<file path="src/rtl/askf_pkg.sv">
`default_nettype none

package askf_pkg;

	localparam int EST_W   = 64;
	localparam int COV_W   = 33;
	localparam int NOISE_W = 32;
	localparam int PP_W    = 34;
	localparam int DEN_W   = 35;
	localparam int REM_W   = 35;
	localparam int UPPER_W = 63;
	localparam int LOWER_W = 64;
	localparam int HALF_W  = 32;
	localparam int PDATA_W = 64;
	localparam int PADDR_W = 6;

	localparam logic [DEN_W-1:0] MIN_DENOM = 35'd17;

	localparam logic [2:0] REG_MEAS_NOISE  = 3'd0;
	localparam logic [2:0] REG_QUIET_NOISE = 3'd1;
	localparam logic [2:0] REG_SPIKE_NOISE = 3'd2;
	localparam logic [2:0] REG_SPIKE_THR   = 3'd3;
	localparam logic [2:0] REG_UPPER_LIM   = 3'd4;
	localparam logic [2:0] REG_LOWER_LIM   = 3'd5;

	localparam logic [NOISE_W-1:0]        RST_MEAS_NOISE  = 32'd1677722;
	localparam logic [NOISE_W-1:0]        RST_QUIET_NOISE = 32'd16777;
	localparam logic [NOISE_W-1:0]        RST_SPIKE_NOISE = 32'd167772160;
	localparam logic [NOISE_W-1:0]        RST_SPIKE_THR   = 32'd8388608;
	localparam logic [UPPER_W-1:0]        RST_UPPER_LIM   = 63'd16777216000000000;
	localparam logic signed [LOWER_W-1:0] RST_LOWER_LIM   = -64'sd167772160000;

	typedef enum logic [3:0] {
		ST_IDLE,
		ST_CHECK,
		ST_DIFF,
		ST_MAG,
		ST_NOISE,
		ST_DEN,
		ST_DIV_INIT,
		ST_DIV,
		ST_MUL_LO,
		ST_MUL_HI,
		ST_UPDATE,
		ST_COV,
		ST_WRITE
	} askf_state_t;

endpackage

`default_nettype wire

</file>
<file path="src/rtl/adaptive_scalar_kalman_filter.sv">
// Channel  Role       Handshake             Payload
// in       receiver   in_valid / in_stall   sample
// out      sender     out_valid / out_stall estimate, rejected, spike_mode
// cfg      APB slave  psel/penable/pready   paddr, pwrite, pwdata, prdata
//
// An updated item passes the restoring gain divider (one quotient bit per cycle) and the
// shared multiplier, which makes two passes for the step and one for the covariance; the
// covariance pass is skipped when the gain reaches one. A sample out of limits goes
// straight to the write state, and an update is skipped when the denominator is too small.
// in_stall is high while an item is in work; a result waits in the output register.
// arst_n restores the configuration, the state, a zero estimate and a covariance of one.
`default_nettype none

module adaptive_scalar_kalman_filter
	import askf_pkg::*;
#(
	parameter int FRAC_BITS  = 24,
	parameter int DATA_WIDTH = 64
) (
	input  wire logic                         clk,
	input  wire logic                         arst_n,

	input  wire logic                         in_valid,
	output logic                              in_stall,
	input  wire logic signed [DATA_WIDTH-1:0] sample,

	output logic                              out_valid,
	input  wire logic                         out_stall,
	output logic signed [EST_W-1:0]           estimate,
	output logic                              rejected,
	output logic                              spike_mode,

	input  wire logic                         psel,
	input  wire logic                         penable,
	input  wire logic                         pwrite,
	input  wire logic [PADDR_W-1:0]           paddr,
	input  wire logic [PDATA_W-1:0]           pwdata,
	output logic [PDATA_W-1:0]                prdata,
	output logic                              pready
);

	localparam int QUO_W  = FRAC_BITS + 1;
	localparam int CNT_W  = $clog2(FRAC_BITS);
	localparam int PROD_W = QUO_W + PP_W;
	localparam int ACC_W  = EST_W + QUO_W;

	localparam logic [QUO_W-1:0]        ONE       = {1'b1, {FRAC_BITS{1'b0}}};
	localparam logic [COV_W-1:0]        COV_RESET = COV_W'(ONE);
	localparam logic signed [EST_W:0]   D_MAX     = (65'sd1 <<< (DATA_WIDTH - 1)) - 65'sd1;
	localparam logic signed [EST_W:0]   D_MIN     = -D_MAX - 65'sd1;
	localparam logic [EST_W-1:0]        MAG_NEG   = D_MAX[EST_W-1:0] + 64'd1;

	// configuration
	logic [NOISE_W-1:0]        meas_q;
	logic [NOISE_W-1:0]        quiet_q;
	logic [NOISE_W-1:0]        spike_noise_q;
	logic [NOISE_W-1:0]        thr_q;
	logic [UPPER_W-1:0]        upper_q;
	logic signed [LOWER_W-1:0] lower_q;

	// control and filter state
	askf_state_t             state_q, state_d;
	logic                    out_valid_q;
	logic signed [EST_W-1:0] est_q;
	logic [COV_W-1:0]        cov_q;

	// working registers
	logic signed [DATA_WIDTH-1:0] sample_q;
	logic signed [EST_W:0]        diff_q;
	logic [EST_W-1:0]             mag_q;
	logic                         neg_q;
	logic                         spike_q;
	logic                         rej_q;
	logic [PP_W-1:0]              pp_q;
	logic [DEN_W-1:0]             den_q;
	logic [REM_W-1:0]             rem_q;
	logic [QUO_W-1:0]             quo_q;
	logic [CNT_W-1:0]             cnt_q;
	logic [ACC_W-1:0]             acc_q;
	logic signed [EST_W-1:0]      out_est_q;
	logic                         out_rej_q;
	logic                         out_spike_q;

	logic                    wr_en;
	logic [2:0]              reg_idx;
	logic                    in_xfer;
	logic                    out_free;
	logic signed [EST_W-1:0] s64;
	logic                    out_of_lim;
	logic                    spike_d;
	logic [PP_W-1:0]         pp_d;
	logic [DEN_W-1:0]        den_d;
	logic [REM_W:0]          rem_sh;
	logic [EST_W-1:0]        mag_d;
	logic [EST_W-1:0]        step;
	logic [QUO_W-1:0]        mul_a;
	logic [PP_W-1:0]         mul_b;
	logic [PROD_W-1:0]       mul_p;

	assign pready  = 1'b1;
	assign wr_en   = psel & penable & pwrite;
	assign reg_idx = paddr[5:3];

	always_ff @(posedge clk or negedge arst_n) begin
		if (!arst_n) begin
			meas_q        <= RST_MEAS_NOISE;
			quiet_q       <= RST_QUIET_NOISE;
			spike_noise_q <= RST_SPIKE_NOISE;
			thr_q         <= RST_SPIKE_THR;
			upper_q       <= RST_UPPER_LIM;
			lower_q       <= RST_LOWER_LIM;
		end else if (wr_en) begin
			unique case (reg_idx)
				REG_MEAS_NOISE:  meas_q        <= pwdata[NOISE_W-1:0];
				REG_QUIET_NOISE: quiet_q       <= pwdata[NOISE_W-1:0];
				REG_SPIKE_NOISE: spike_noise_q <= pwdata[NOISE_W-1:0];
				REG_SPIKE_THR:   thr_q         <= pwdata[NOISE_W-1:0];
				REG_UPPER_LIM:   upper_q       <= pwdata[UPPER_W-1:0];
				REG_LOWER_LIM:   lower_q       <= pwdata;
				default: ;
			endcase
		end
	end

	always_comb begin
		unique case (reg_idx)
			REG_MEAS_NOISE:  prdata = PDATA_W'(meas_q);
			REG_QUIET_NOISE: prdata = PDATA_W'(quiet_q);
			REG_SPIKE_NOISE: prdata = PDATA_W'(spike_noise_q);
			REG_SPIKE_THR:   prdata = PDATA_W'(thr_q);
			REG_UPPER_LIM:   prdata = PDATA_W'(upper_q);
			REG_LOWER_LIM:   prdata = lower_q;
			default:         prdata = '0;
		endcase
	end

	assign in_xfer  = in_valid & ~in_stall;
	assign out_free = ~out_valid_q | ~out_stall;

	assign s64        = EST_W'(sample_q);
	assign out_of_lim = (~s64[EST_W-1] && (s64[UPPER_W-1:0] > upper_q)) || (s64 < lower_q);

	always_comb begin
		if (!diff_q[EST_W]) begin
			mag_d = (diff_q > D_MAX) ? D_MAX[EST_W-1:0] : diff_q[EST_W-1:0];
		end else begin
			mag_d = (diff_q < D_MIN) ? MAG_NEG : EST_W'(-diff_q);
		end
	end

	assign spike_d = mag_q > EST_W'(thr_q);
	assign pp_d    = PP_W'(cov_q) + PP_W'(spike_d ? spike_noise_q : quiet_q);
	assign den_d   = DEN_W'(pp_q) + DEN_W'(meas_q);
	assign rem_sh  = {rem_q, 1'b0};
	assign step    = acc_q[FRAC_BITS +: EST_W];

	// shared multiplier: gain times magnitude halves, then (1 - gain) times Pp
	always_comb begin
		mul_a = quo_q;
		mul_b = PP_W'(mag_q[HALF_W-1:0]);
		case (state_q)
			ST_MUL_HI: mul_b = PP_W'(mag_q[EST_W-1:HALF_W]);
			ST_COV: begin
				mul_a = ONE - quo_q;
				mul_b = pp_q;
			end
			default: ;
		endcase
	end

	assign mul_p = PROD_W'(mul_a) * PROD_W'(mul_b);

	always_ff @(posedge clk or negedge arst_n) begin
		if (!arst_n) begin
			state_q <= ST_IDLE;
		end else begin
			state_q <= state_d;
		end
	end

	always_comb begin
		state_d  = state_q;
		in_stall = 1'b1;
		unique case (state_q)
			ST_IDLE: begin
				in_stall = 1'b0;
				if (in_valid) state_d = ST_CHECK;
			end
			ST_CHECK:    state_d = out_of_lim ? ST_WRITE : ST_DIFF;
			ST_DIFF:     state_d = ST_MAG;
			ST_MAG:      state_d = ST_NOISE;
			ST_NOISE:    state_d = ST_DEN;
			ST_DEN:      state_d = (den_d < MIN_DENOM) ? ST_WRITE : ST_DIV_INIT;
			ST_DIV_INIT: state_d = ST_DIV;
			ST_DIV: begin
				if (cnt_q == CNT_W'(FRAC_BITS - 1)) state_d = ST_MUL_LO;
			end
			ST_MUL_LO:   state_d = ST_MUL_HI;
			ST_MUL_HI:   state_d = ST_UPDATE;
			ST_UPDATE:   state_d = (quo_q >= ONE) ? ST_WRITE : ST_COV;
			ST_COV:      state_d = ST_WRITE;
			ST_WRITE: begin
				if (out_free) state_d = ST_IDLE;
			end
			default:     state_d = ST_IDLE;
		endcase
	end

	always_ff @(posedge clk or negedge arst_n) begin
		if (!arst_n) begin
			out_valid_q <= 1'b0;
			est_q       <= '0;
			cov_q       <= COV_RESET;
		end else begin
			if (state_q == ST_WRITE && out_free) begin
				out_valid_q <= 1'b1;
			end else if (!out_stall) begin
				out_valid_q <= 1'b0;
			end
			if (state_q == ST_CHECK && !out_of_lim && est_q == '0) begin
				est_q <= s64;
			end
			if (state_q == ST_UPDATE) begin
				est_q <= neg_q ? (est_q - step) : (est_q + step);
				if (quo_q >= ONE) cov_q <= '0;
			end
			if (state_q == ST_COV) begin
				cov_q <= mul_p[FRAC_BITS +: COV_W];
			end
		end
	end

	always_ff @(posedge clk) begin
		if (in_xfer) sample_q <= sample;
		case (state_q)
			ST_CHECK: begin
				rej_q   <= out_of_lim;
				spike_q <= 1'b0;
			end
			ST_DIFF: diff_q <= {s64[EST_W-1], s64} - {est_q[EST_W-1], est_q};
			ST_MAG: begin
				mag_q <= mag_d;
				neg_q <= diff_q[EST_W];
			end
			ST_NOISE: begin
				spike_q <= spike_d;
				pp_q    <= pp_d;
			end
			ST_DEN: begin
				den_q <= den_d;
				rej_q <= den_d < MIN_DENOM;
			end
			ST_DIV_INIT: begin
				cnt_q <= '0;
				if (DEN_W'(pp_q) >= den_q) begin
					rem_q <= REM_W'(DEN_W'(pp_q) - den_q);
					quo_q <= QUO_W'(1);
				end else begin
					rem_q <= REM_W'(pp_q);
					quo_q <= '0;
				end
			end
			ST_DIV: begin
				cnt_q <= CNT_W'(cnt_q + 1'b1);
				if (rem_sh >= {1'b0, den_q}) begin
					rem_q <= REM_W'(rem_sh - {1'b0, den_q});
					quo_q <= {quo_q[QUO_W-2:0], 1'b1};
				end else begin
					rem_q <= REM_W'(rem_sh);
					quo_q <= {quo_q[QUO_W-2:0], 1'b0};
				end
			end
			ST_MUL_LO: acc_q <= ACC_W'(mul_p);
			ST_MUL_HI: acc_q <= acc_q + (ACC_W'(mul_p) << HALF_W);
			ST_WRITE: begin
				if (out_free) begin
					out_est_q   <= est_q;
					out_rej_q   <= rej_q;
					out_spike_q <= spike_q;
				end
			end
			default: ;
		endcase
	end

	assign out_valid  = out_valid_q;
	assign estimate   = out_est_q;
	assign rejected   = out_rej_q;
	assign spike_mode = out_spike_q;

endmodule

`default_nettype wire

</file>
<file path="config.mk">
export PLATFORM = sky130hd
export DESIGN_NAME = adaptive_scalar_kalman_filter
export DESIGN_NICKNAME = d
export VERILOG_FILES = /design/src/rtl/askf_pkg.sv /design/src/rtl/adaptive_scalar_kalman_filter.sv
export SDC_FILE = /design/constraint.sdc
export NUM_CORES = 2
export LEC_CHECK = 0
export BUFFER_PORTS_ARGS = -buffer_cell sky130_fd_sc_hd__clkbuf_2
export CORE_AREA = 2 2 531 533
export DETAILED_ROUTE_END_ITERATION = 10
export DIE_AREA = 0 0 533 535
export HOLD_SLACK_MARGIN = 0.06
export SYNTH_ARGS = -nofsm -noshare
export SYNTH_HDL_FRONTEND = slang
export SYNTH_SLANG_ARGS = --single-unit
</file>
<file path="constraint.sdc">
create_clock -name clk -period 23.7 [get_ports clk]
set_input_delay 5.925 -clock clk [delete_from_list [all_inputs] [get_ports clk]]
set_output_delay 5.925 -clock clk [all_outputs]
set_load 0.01 [all_outputs]
</file>
# [Word level (Yosys, flattened, before mapping)]
# Index checks and enable logic that the tools add are counted.
[totals] inputBits=141 word_cells=133 regBits=842
[classes] mux=33 reduce_logical=25 bitwise_logic=7 mul=1 n_eq_ne=22 n_addsub=11 magnitude_cmp=9
[op_table] cell="$mux W64" n=6
[op_table] cell="$pmux W64 S6" n=1
[op_table] cell="$pmux W89 S2" n=1
[op_table] cell="$mux W33" n=3
[op_table] cell="$add A89 B89 Y89" n=1
[op_table] cell="$mux W35" n=2
[op_table] cell="$pmux W35 S2" n=1
[op_table] cell="$pmux W34 S2" n=1
[op_table] cell="$gt A65 B64 Y1 const B" n=1
[op_table] cell="$lt A65 B64 Y1 const B" n=1
[op_table] cell="$sub A64 B64 Y65" n=1
[op_table] cell="$add A64 B64 Y64" n=1
[op_table] cell="$gt A64 B32 Y1" n=1
[op_table] cell="$logic_not A64 Y1" n=1
[op_table] cell="$lt A64 B64 Y1" n=1
[op_table] cell="$neg A64 Y64" n=1
[op_table] cell="$sub A64 B64 Y64" n=1
[op_table] cell="$gt A63 B63 Y1" n=1
[op_table] cell="$mul A25 B34 Y59" n=1
[op_table] cell="$pmux W4 S13" n=1
[op_table] cell="$pmux W25 S2" n=1
[op_table] cell="$ge A36 B35 Y1" n=1
[op_table] cell="$add A34 B32 Y35" n=1
[op_table] cell="$ge A34 B35 Y1" n=1
[op_table] cell="35 further kinds" n=76

# [Longest topological paths before layout]
[logic_depth] word_depth=8 ltp_mapped=45 depth_no_buf=42

# [Least setup slack after synthesis]
# Ideal clock, no wire load.
[synth_path] path_kind="input port to output port" startpoint="input paddr[5]" endpoint="output prdata[0]" required_time_ps=17775 stages=5 arrival_time_ps=7228 setup_slack_ps=10547 path_cell_list="nor3b_1 > clkbuf_1 > buf_1 > a22oi_1 > nand3_1"
[synth_between] elab_chain_cells=2 word_cells_on_any_way=7 classes_between="eq/ne: 5; mux: 1; reduce/logical: 1"
[synth_lines] item="start, declared" line="adaptive_scalar_kalman_filter.sv:36" source="input wire logic [PADDR_W-1:0] paddr,"
[synth_lines] item="$eq A3 B3 Y1, or another cell as far along" line="adaptive_scalar_kalman_filter.sv:126" source="unique case (reg_idx)"
[synth_lines] item="$pmux W64 S6 (*)" line="adaptive_scalar_kalman_filter.sv:126"
[synth_lines] item="end, declared" line="adaptive_scalar_kalman_filter.sv:38" source="output logic [PDATA_W-1:0] prdata,"
# Mark *: on every way between the ends. The rest lies on a longest branch, timed or not.

# [Worst setup path in the final report]
[layout_path] startpoint="input paddr[4]" endpoint="output prdata[27]"
# Same word-level chain as after synthesis.

==> run metrics <==
Synth top area share=17.8%; flops & latches, synth=817; initial antenna violation count=21; H-tree Lvls=3; setup ws final=9.49 ns; RSZ-0062 raised after global routing=no; WL/cell=about 23 um; max-cap violations=0; Die Area=285000 sq um; Antenna Nets Post-Route=0; Hold Path Depth=0; vias in the first global route=67200; Mapped Cells=approximately 9200; GPL Wtd Cong=0.967; result of the run=finished clean; Setup Crit Path Kind=in -> out; Die X=533 um; die height=535 um; ys flop type=edfxtp_1; Min-Delay Path Class=reg -> reg; root buffer cell=clkbuf_16; critical path endpoint category=primary output; Crit-path slowest cell=clkinv_1; Syn Area/Cell=9.06 sq um; Netlist cell types=95; commonest cells after routing, fill and taps aside=inv_1, nand2_1, nor2_1; delay-heaviest family, CP=buffers and inverters; site row count=194; CP startpoint kind=input port; largest fanout on the critical path=34; first-pass GRT wire length=448000 um; CTS Buf Count=96; Ports=274; fin crit period=14.21 ns; worst-margin pin slew=1.31 ns; via count=69900; Remaining DRCs=0; crit-path cells=clkbuf_2 -> and3b_1 -> buf_4 -> clkinv_1 -> buf_4 -> o221ai_1 -> clkbuf_2; CP peak stage delay=between 0.4 and 0.5 ns; post-synth top area cell=fa_1; final WL=302000 um; capturing point of the worst reg2reg path=acc_q[87]; Starting DRT DRC Count=6864; Detail Placement HPWL=238000 um; CP Data Required Time=approximately 18 ns; reg2reg start=state_q[2]; final period utilization=59.9%; Reg2Reg Setup Slack=10.68 ns; CTS Buffer Depth=3; hold path endpoint=rejected; final setup vio count=0; vias per cell=5.32; layout cells sized above 1=9.79%; largest net degree at the start of global routing=128; post-synthesis sequential area ratio=between 20% and 30%; Clock Skews=0.0592 ns; Worst R2R Path Depth=39; worst-skew pair later-pin latency=0.74 ns; FMAX=70.4 MHz; Final Slew Violations=0; normalized max-slew margin=12.2%; Area contributors post-synth=fa_1, edfxtp_1, ha_1; commonest non-fill, non-tap cell in the layout=inv_1; gr usage total=between 20% and 30%; min-delay src=rej_q; synth warn=0; Post-CTS Setup Bufs=0; P&R area growth vs syn=11.3%; CTS tree=built; Buffers on Ports=269; WHS=0.424 ns; final core occ=33.3%; Fin. Hold Viols=0; GR Overflow Total=0; final setup TNS=0 ns; Worst-path clk slew=0.06 ns; DRT Pass-1 Iters=6; Sink Count=between 800 and 900; Hold-fix buffers, CTS=0; nets=10900; initial core utilization=29.9%; Critical Path AT=8.28 ns; dpl ws=about 9.6 ns; Core Area=279000 sq um; Post-synth ARST share=between 40% and 50%; Netlist Area Pre-Place=83400 sq um; # resized after CTS=0; Bufs and invs on worst path=5; number of synthesized flops with an enable pin=460; syn nets=10800
## metrics by stage
stage	std cells	cell area, sq um
finish	13100	92900
CTS	13100	92800
global placement	13000	89500
global route	13100	92900
detailed placement	13000	89500
floorplan	9205	83400
## how the worst max path moves through the flow
| stage | cells past startpoint | from | endpoint |
|---|---|---|---|
| 3_5_place_dp | 7 | paddr[4] | prdata[27] |
| 4_1_cts | 7 | paddr[4] | prdata[27] |
| 2_1_floorplan | 5 | paddr[5] | prdata[0] |
| 3_3_place_gp | 7 | paddr[4] | prdata[27] |
| 6_report | 7 | paddr[4] | prdata[27] |
| 5_1_grt | 7 | paddr[4] | prdata[27] |
## layer usage
| metal | vias to the layer above | part of all wire, % | track usage (%) |
|---|---|---|---|
| met3 | 597 | 8.9 | 4.42 |
| met5 | - | 0.040 | 0 |
| li1 | 31800 | - | - |
| met4 | 18 | 5.7 | 10.1 |
| met2 | 3085 | 43 | 31.4 |
| met1 | 34400 | 42 | 28.4 |
## sequential cells by signal, summed over array words and instances, names as in the netlist, 33 cells and up
name      flops
den_q        35
cov_q        33
diff_q       65
upper_q      63
pp_q         34
est_q        64
s64          64
rem_q        35
acc_q        64
mag_q        64
estimate     64
lower_q      64
## logic make-up (layout without fill, tap and decap cells)
kind of cell | Yosys count | count (layout) | share of synthesized area [%]
other cells | 1 | 13 | 0.00450
buf+inv | 1635 | 1839 | 7.38
simple gates | 2704 | 2704 | 14.9
mux | 162 | 162 | 2.15
flops | 817 | 817 | 27.4
fa+ha+maj | 1416 | 1416 | 27.9
xor+xnor | 431 | 431 | 4.53
compound gates | 2039 | 2039 | 15.8
## Yosys cell counts, types with 18 or more instances
cell	number
a211oi_1	94
a21o_1	266
a21oi_1	596
a221oi_1	34
a22o_1	42
a22oi_1	57
a31oi_1	60
and2_1	73
and3_1	56
clkbuf_1	374
dfrtp_1	292
dfstp_2	65
edfxtp_1	460
fa_1	740
ha_1	676
inv_1	1234
mux2_2	139
mux2i_1	23
nand2_1	984
nand2b_1	65
nand3_1	126
nand4_1	119
nor2_1	771
nor2b_1	77
nor3_1	166
nor3b_1	54
nor4_1	79
o211ai_1	35
o21a_1	65
o21ai_0	407
o21bai_1	74
o221ai_1	79
o22ai_1	37
o31ai_1	25
or2_2	18
or3_1	53
xnor2_1	288
xor2_1	143
## area by class of cell
class	count	area, sq um
clock buffer	118	2630
multi-input combinational	6753	54900
clock inverter	64	663
tap	3724	4660
antenna	12	30.0
inverter	1238	4650
sequential	817	22800
timing repair buffer	419	2480
fill	28800	186000
Power is left out: the tool's default activity adds up to more than one toggle a clock period on the data nets, which glitch-free logic cannot reach.
